**src/hw/rtl/piecewise_linear_correction_lookup_defines.svh**
```systemverilog
// ---------------------------------------------------------------------------
// Assertion macros for the piecewise-linear correction lookup
// Shared property forms; each use names its label, antecedent and consequent.
// ---------------------------------------------------------------------------
`ifndef PIECEWISE_LINEAR_CORRECTION_LOOKUP_DEFINES_SVH
`define PIECEWISE_LINEAR_CORRECTION_LOOKUP_DEFINES_SVH

// Consequent holds in the same cycle as the antecedent
`define PLCL_ASSERT_NOW(label, ante, cons, msg) \
    label: assert property (@(posedge i_clk) disable iff (!i_rst_n) \
        (ante) |-> (cons)) else $error(msg);

// Consequent holds in the cycle after the antecedent
`define PLCL_ASSERT_NEXT(label, ante, cons, msg) \
    label: assert property (@(posedge i_clk) disable iff (!i_rst_n) \
        (ante) |=> (cons)) else $error(msg);

`endif

```
**src/hw/rtl/plcl_pkg.sv**
```systemverilog
// ---------------------------------------------------------------------------
// plcl_pkg
// Types and fixed constants shared by the correction lookup and its divider.
// ---------------------------------------------------------------------------
`timescale 1ns / 1ps

package plcl_pkg;

    // Fixed field widths
    localparam int MOM_W  = 16;
    localparam int CORR_W = 16;
    localparam int DIV_W  = 16;          // quotient bits
    localparam int PROD_W = 2 * DIV_W;   // dividend bits

    // Command codes
    typedef enum logic [1:0] {
        CMD_EVAL  = 2'd0,
        CMD_WRITE = 2'd1,
        CMD_COUNT = 2'd2
    } t_cmd;

    // Result status codes
    typedef enum logic [1:0] {
        STAT_INTERP = 2'd0,
        STAT_LOW    = 2'd1,
        STAT_HIGH   = 2'd2,
        STAT_NONE   = 2'd3
    } t_status;

    // Evaluation sequencer
    typedef enum logic [2:0] {
        S_IDLE,
        S_FIRST,
        S_LAST,
        S_SCAN,
        S_MUL,
        S_DIVW,
        S_DONE
    } t_state;

    // Divider request and response
    typedef struct packed {
        logic              start;
        logic [PROD_W-1:0] num;
        logic [DIV_W-1:0]  den;
    } t_div_req;

    typedef struct packed {
        logic             done;
        logic [DIV_W-1:0] quo;
    } t_div_rsp;

endpackage

```
**src/hw/rtl/plcl_div.sv**
```systemverilog
// ---------------------------------------------------------------------------
// plcl_div
// Restoring unsigned divider, one quotient bit per cycle. The dividend's
// upper half must be below the divisor so the quotient fits DIV_W bits.
// ---------------------------------------------------------------------------
`timescale 1ns / 1ps

module plcl_div (
    input  logic                i_clk,
    input  logic                i_rst_n,
    input  plcl_pkg::t_div_req  i_req,
    output plcl_pkg::t_div_rsp  o_rsp
);
    import plcl_pkg::*;

    localparam int STEP_W = $clog2(DIV_W);

    logic              r_busy;
    logic              r_done;
    logic [STEP_W-1:0] r_step;
    logic [DIV_W-1:0]  r_rem;
    logic [DIV_W-1:0]  r_quo;    // dividend low bits shift out, quotient in

    logic [DIV_W:0]    rem_sh;
    logic [DIV_W:0]    rem_sub;
    logic              q_bit;

    // One trial subtraction
    always_comb begin
        rem_sh  = {r_rem, r_quo[DIV_W-1]};
        rem_sub = rem_sh - {1'b0, i_req.den};
        q_bit   = (rem_sh >= {1'b0, i_req.den});
    end

    // Control
    always_ff @(posedge i_clk) begin
        if (!i_rst_n) begin
            r_busy <= 1'b0;
            r_done <= 1'b0;
            r_step <= '0;
        end else begin
            r_done <= 1'b0;
            if (i_req.start) begin
                r_busy <= 1'b1;
                r_step <= STEP_W'(DIV_W - 1);
            end else if (r_busy) begin
                r_step <= r_step - 1'b1;
                if (r_step == '0) begin
                    r_busy <= 1'b0;
                    r_done <= 1'b1;
                end
            end
        end
    end

    // Datapath
    always_ff @(posedge i_clk) begin
        if (i_req.start) begin
            r_rem <= i_req.num[PROD_W-1:DIV_W];
            r_quo <= i_req.num[DIV_W-1:0];
        end else if (r_busy) begin
            r_rem <= q_bit ? rem_sub[DIV_W-1:0] : rem_sh[DIV_W-1:0];
            r_quo <= {r_quo[DIV_W-2:0], q_bit};
        end
    end

    assign o_rsp.done = r_done;
    assign o_rsp.quo  = r_quo;

endmodule

```
**config.mk**
```make
export PLATFORM = sky130hd
export DESIGN_NAME = plcl_div
export DESIGN_NICKNAME = d
export VERILOG_FILES = /design/src/hw/rtl/piecewise_linear_correction_lookup_defines.svh /design/src/hw/rtl/plcl_pkg.sv /design/src/hw/rtl/plcl_div.sv
export SDC_FILE = /design/constraint.sdc
export NUM_CORES = 1
export LEC_CHECK = 0
export ABC_AREA = 1
export BUFFER_PORTS_ARGS = -buffer_cell sky130_fd_sc_hd__buf_2
export CAP_MARGIN = 20
export CORE_MARGIN = 5
export CORE_UTILIZATION = 50
export CTS_CLUSTER_DIAMETER = 200
export CTS_CLUSTER_SIZE = 28
export DETAILED_ROUTE_END_ITERATION = 10
export PLACE_DENSITY = 0.74
export SLEW_MARGIN = 25
export SYNTH_ARGS = -nofsm -noshare
export SYNTH_HDL_FRONTEND = slang
export SYNTH_SLANG_ARGS = --single-unit
```
**constraint.sdc**
```tcl
create_clock -name i_clk -period 2.7 [get_ports i_clk]
set_input_delay 0.81 -clock i_clk [delete_from_list [all_inputs] [get_ports i_clk]]
set_output_delay 0.81 -clock i_clk [all_outputs]
set_load 0.01 [all_outputs]
```
# Word level (Yosys, flattened, before mapping)
# Index checks and enable logic that the tools add are counted.
# word_totals
regBits	38
latch_bits	0
ramBits	0
rom_bits	0
inputBits	51
out_inout_bits	17
memories	0
# op_classes
addsub	2
multipliers	0
div_mod_pow	0
order_cmp	1
n_eq_ne	0
shift	0
mux	11
bitwise	2
n_reduce_logical	3
# op_table
op	count
16-bit 2-to-1 mux	5
17-bit by 16-bit greater-or-equal comparator with 1-bit output	1
16-bit subtractor	1
4-bit 2-to-1 mux	2
4-bit zero test	1
1-bit 2-to-1 mux	4
4-bit by 1-bit subtractor with 4-bit output, second input constant	1
3-bit OR reduction	1
1-bit inverter	2
2-bit nonzero test	1

# Longest topological paths before layout
# depth
word_depth	4
depth_mapped	14

# Worst setup path before layout
# Ideal clock, no wire load.
# synth_path
kind	input-to-reg
startpoint	input port i_req[10] (netlist bit)
endpoint	register r_rem[2], data pin
setup_time_ns	0.252
t_arrival_ns	2.086
required_time_ns	2.448
slack_ns	0.362
stages	13
path_cell_list	inv_1 ha_1 nand2_1 nand2_1 nand2_1 nand2_1 nand2_1 nand2_1 nor2_4 buf_4 nand3b_1 nand3_2 nand2_1
# synth_via
elab_chain_cells	4
# synth_lines
item	line	rtl
start: declaration	plcl_div.sv:11	input plcl_pkg::t_div_req i_req,
17-bit by 16-bit greater-or-equal comparator with 1-bit output	plcl_div.sv:32	q_bit = (rem_sh >= {1'b0, i_req.den});
16-bit 2-to-1 mux	plcl_div.sv:62	r_rem <= q_bit ? rem_sub[DIV_W-1:0] : rem_sh[DIV_W-1:0];
16-bit 2-to-1 mux	plcl_div.sv:61	end else if (r_busy) begin
16-bit 2-to-1 mux	plcl_div.sv:58	if (i_req.start) begin
end signal: assignment	plcl_div.sv:59	r_rem <= i_req.num[PROD_W-1:DIV_W];
end signal: assignment	plcl_div.sv:62	
end: declaration	plcl_div.sv:21	logic [DIV_W-1:0] r_rem;
# Every way passes these cells. The select of a mux whose other input is x is not followed.
# A chain may end at the register's enable or synchronous reset.

# Worst setup path after layout
# layout_path
startpoint	input port i_req[8] (netlist bit)
endpoint	register r_rem[3], data pin
# The elaborated chain is that of the path after synthesis.

==> metrics.cfg <==
[finish]
final_nets=578
post_route_cells_drive_above_1_share_pct=23.14
final.fill_count=560
layout_commonest_cell=nand2_1
final_cell_mix=nand2_1, inv_1, buf_2
area_grow_syn2layout_pct=16.78
antenna_cells=0

[synthesis]
syn-num-nets=506
synth_edf_count=32
ys_seq_elements=38
synth-async-reset-ratio_pct=0
synth_top_flop_cell=edfxtp_1
synth_xor_xnor_area_share_pct=1.702
synth_seq_area_share_pct=35.02
synth_top_cell_by_area=edfxtp_1
post_synth_mux_area_share_pct=0
syn-instance-count=437
post-synth-top-area-fraction_pct=31.13
synth_top_cells_by_area=edfxtp_1, nand2_1, inv_1, ha_1, nand3_1
synthesis.area_um2=3087
yosys.area_share.simple_pct=41.75
synthAdderAreaFrac_pct=7.540
yosys_warnings=0
yosysUniqueCellTypes=33
synth-compound-area-share_pct=3.000
synth_top_family_by_area=simple AND/OR/NAND/NOR gates
synthesis.area_per_instance_um2=7.063

[global_route]
grt_busiest_layer=met2
globalRouteMet3Util_pct=4.376
gr-usage-met1_pct=25.76
grt_pass1_wl_mm=12.38
number_of_antenna_violations_at_the_first_check_in_global_routing=0
grt_remaining_overflow=0
maximum_number_of_pins_on_one_net_before_global_route_repair=23
gr_met2_demand_resource_pct=32.63
globalRouteTotalUtil_pct=19.82
via_count_of_the_first_global_routing_pass=2863

[timing]
number_of_pins_with_negative_max_slew_slack_in_the_final_report=0
worst-slew-pin-transition_ns=0.3912
unrepaired_setup_endpoints_after_global_routing=no
fin_worst_skew_ns=0.01059
timing_hold_violations_final=0
total_negative_slack_for_setup_checks_ns=0
max_freq_mhz=428.1
slew_headroom_pct=73.64
fin_crit_sh_pct=86.51
timing.final.crit_period_ns=2.336
setup_ws_ns=0.3643
final_setup_violation_count=0
hold_slack_ns=0.4951

[clock_tree]
ctsHtreeMaxLevel=2
tritoncts_clock_tree=yes
clock_insertion_delay_worst_skew_ns=0.29
ctsHoldBuffers=0
post_cts_resized=0
cts_inserted_buffers=5
ctsLongestPathBuffers=2
cts_num_sinks=38
post-cts-setup-buffers=0
clk_pin_slew_worst_paths_ns=0.07
cts-root-buf=clkbuf_8

[route]
detail_route.vias_per_cell=4.949
vias=2895
ant_nets=0
drt_drc_violations_left=0
route.detailed.wl_per_inst_um=12.24
first_iter_violations=133
totalWireLength_mm=7.158
firstDrtPassIters=4

[critical_path]
worst-setup-path-type=in -> reg
critical_path.max_stage_delay_ns=0.36
crit_path_start_kind=primary input
worst_ep_arrival_ns=2.38
timing.critical_path.to_type=register
crit_chain=buf_2, inv_1, ha_1, nand2_1, nand2_1, inv_1, nand2_1, inv_2, nand3_2, nand2_4, buf_4, nand3b_1, nand3_2, nand2_1
crit_path_top_delay_cell=ha_1
crit_path_max_fanout=9
timing.critical_path.max_delay_family=simple AND/OR/NAND/NOR gates
critical_path.n_buffers_inverters=5
critPathMostFrequentCell=nand2_1
crit_required_ns=2.74

[pwr]
cell_internal_pwr_w=0.001341
power_frac_seq_pct=36.3
combPwrFrac_pct=47.3
maximum_resistive_drop_on_vdd_uv=469.2
sw_frac_of_total_pct=40.02
net-switching-power_w=0.0008951
clkPwrFrac_pct=16.4
powerDensity_nw_per_um2=620.4
cellLeakagePower_nw=1.986

[die]
die_area_um2=7845
floorplan.io_pins=68
rows=28
initial_core_util_pct=51.83
core_area_um2=5956
die_y_um=88.57
fp.dieW_um=88.57

[placement]
port_buffer_cells=67
gp_congestion=0.9550
detailedPlacementHpwl_mm=5.892
pre_cts_slack_ns=0.07066

[job]
maxCapViolCount=0

[worst_hold_path]
min_path_type=reg -> reg

[status]
status=completed

[power by group through the flow]
stage / combinational [W] / clock [W] / sequential, W
2_1_floorplan: 0.000800 / 0 / 0.000811
3_3_place_gp: 0.00104 / 0 / 0.000821
3_5_place_dp: 0.00105 / 0 / 0.000820
4_1_cts: 0.00106 / 0.000378 / 0.000809
5_1_grt: 0.00121 / 0.000409 / 0.000818
6_report: 0.00106 / 0.000367 / 0.000811
[stage by stage]
step	util (%)	cell area [µm²]	std cells	power, W
5_1_grt	60.53	3605	585	0.002436
3_5_place_dp	59.16	3523	577	0.001872
4_1_cts	60.53	3605	585	0.002248
3_3_place_gp	59.16	3523	577	0.001857
6_report	60.53	3605	585	0.002236
2_1_floorplan	-	3087	437	0.001612
[flip-flops by register name (all words and copies together) (netlist names)]
| register | flops |
|---|---|
| r_done | 1 |
| r_busy | 1 |
| r_quo | 16 |
| r_rem | 16 |
| r_step | 4 |
[layer usage]
layer	part of all wire [%]	vias up	routed length, µm
li1	-	1521	-
met1	45	1274	3217
met2	45	85	3233
met3	7.6	15	543
met4	2.3	0	163
met5	0	-	0
[worst min-delay path, cell delays in order (launching register included)]
cell     delay, ns
dfxtp_1       0.32
nand2_1       0.06
a31oi_1       0.07
[logic make-up after synthesis]
logic type	Yosys count
AND/OR/NAND/NOR	276
buffers and inverters	82
flip-flops	38
adder cells (fa/ha/maj)	18
AO/OA/AOI/OAI	17
XOR/XNOR	6
[layout make-up]
type                       instances  area (µm²)  share of cell area [%]
clock buffer                       6       72.57                   2.013
multi-input combinational        317        1667                   46.23
sequential                        38        1081                   29.99
tap                               75       93.84                   2.603
timing repair buffer              76       415.4                   11.52
clock inverter                     2       8.758                  0.2430
inverter                          71       266.5                   7.393
[final timing paths]
check / end / start / depth (start not counted) / slack [ns]
worst min register to register: r_step[3]$_SDFFE_PN0P_ / r_step[3]$_SDFFE_PN0P_ / 2 / 0.50
worst max-delay path: r_rem[3]$_DFFE_PP_ / i_req[8] / 14 / 0.36
worst max register to register: r_rem[7]$_DFFE_PP_ / r_rem[7]$_DFFE_PP_ / 13 / 0.55
worst min-delay path: r_step[3]$_SDFFE_PN0P_ / r_step[3]$_SDFFE_PN0P_ / 2 / 0.50
[cell usage after synthesis (2+ instances only)]
| master | number |
|---|---|
| nand2_1 | 172 |
| inv_1 | 68 |
| nand3_1 | 33 |
| edfxtp_1 | 32 |
| nand2_2 | 18 |
| ha_1 | 17 |
| nor2_1 | 15 |
| nand3b_1 | 11 |
| a21oi_1 | 9 |
| dfxtp_1 | 6 |
| nand3_2 | 6 |
| nand4_1 | 5 |
| clkbuf_1 | 4 |
| nor2_4 | 4 |
| nor3_1 | 4 |
| o21ai_0 | 4 |
| xnor2_1 | 4 |
| buf_2 | 3 |
| buf_4 | 3 |
| a31oi_1 | 2 |
| inv_2 | 2 |
| nand2_4 | 2 |
| nor2_2 | 2 |
| xor2_1 | 2 |
Note: power is estimated with default switching activity, not from simulation.
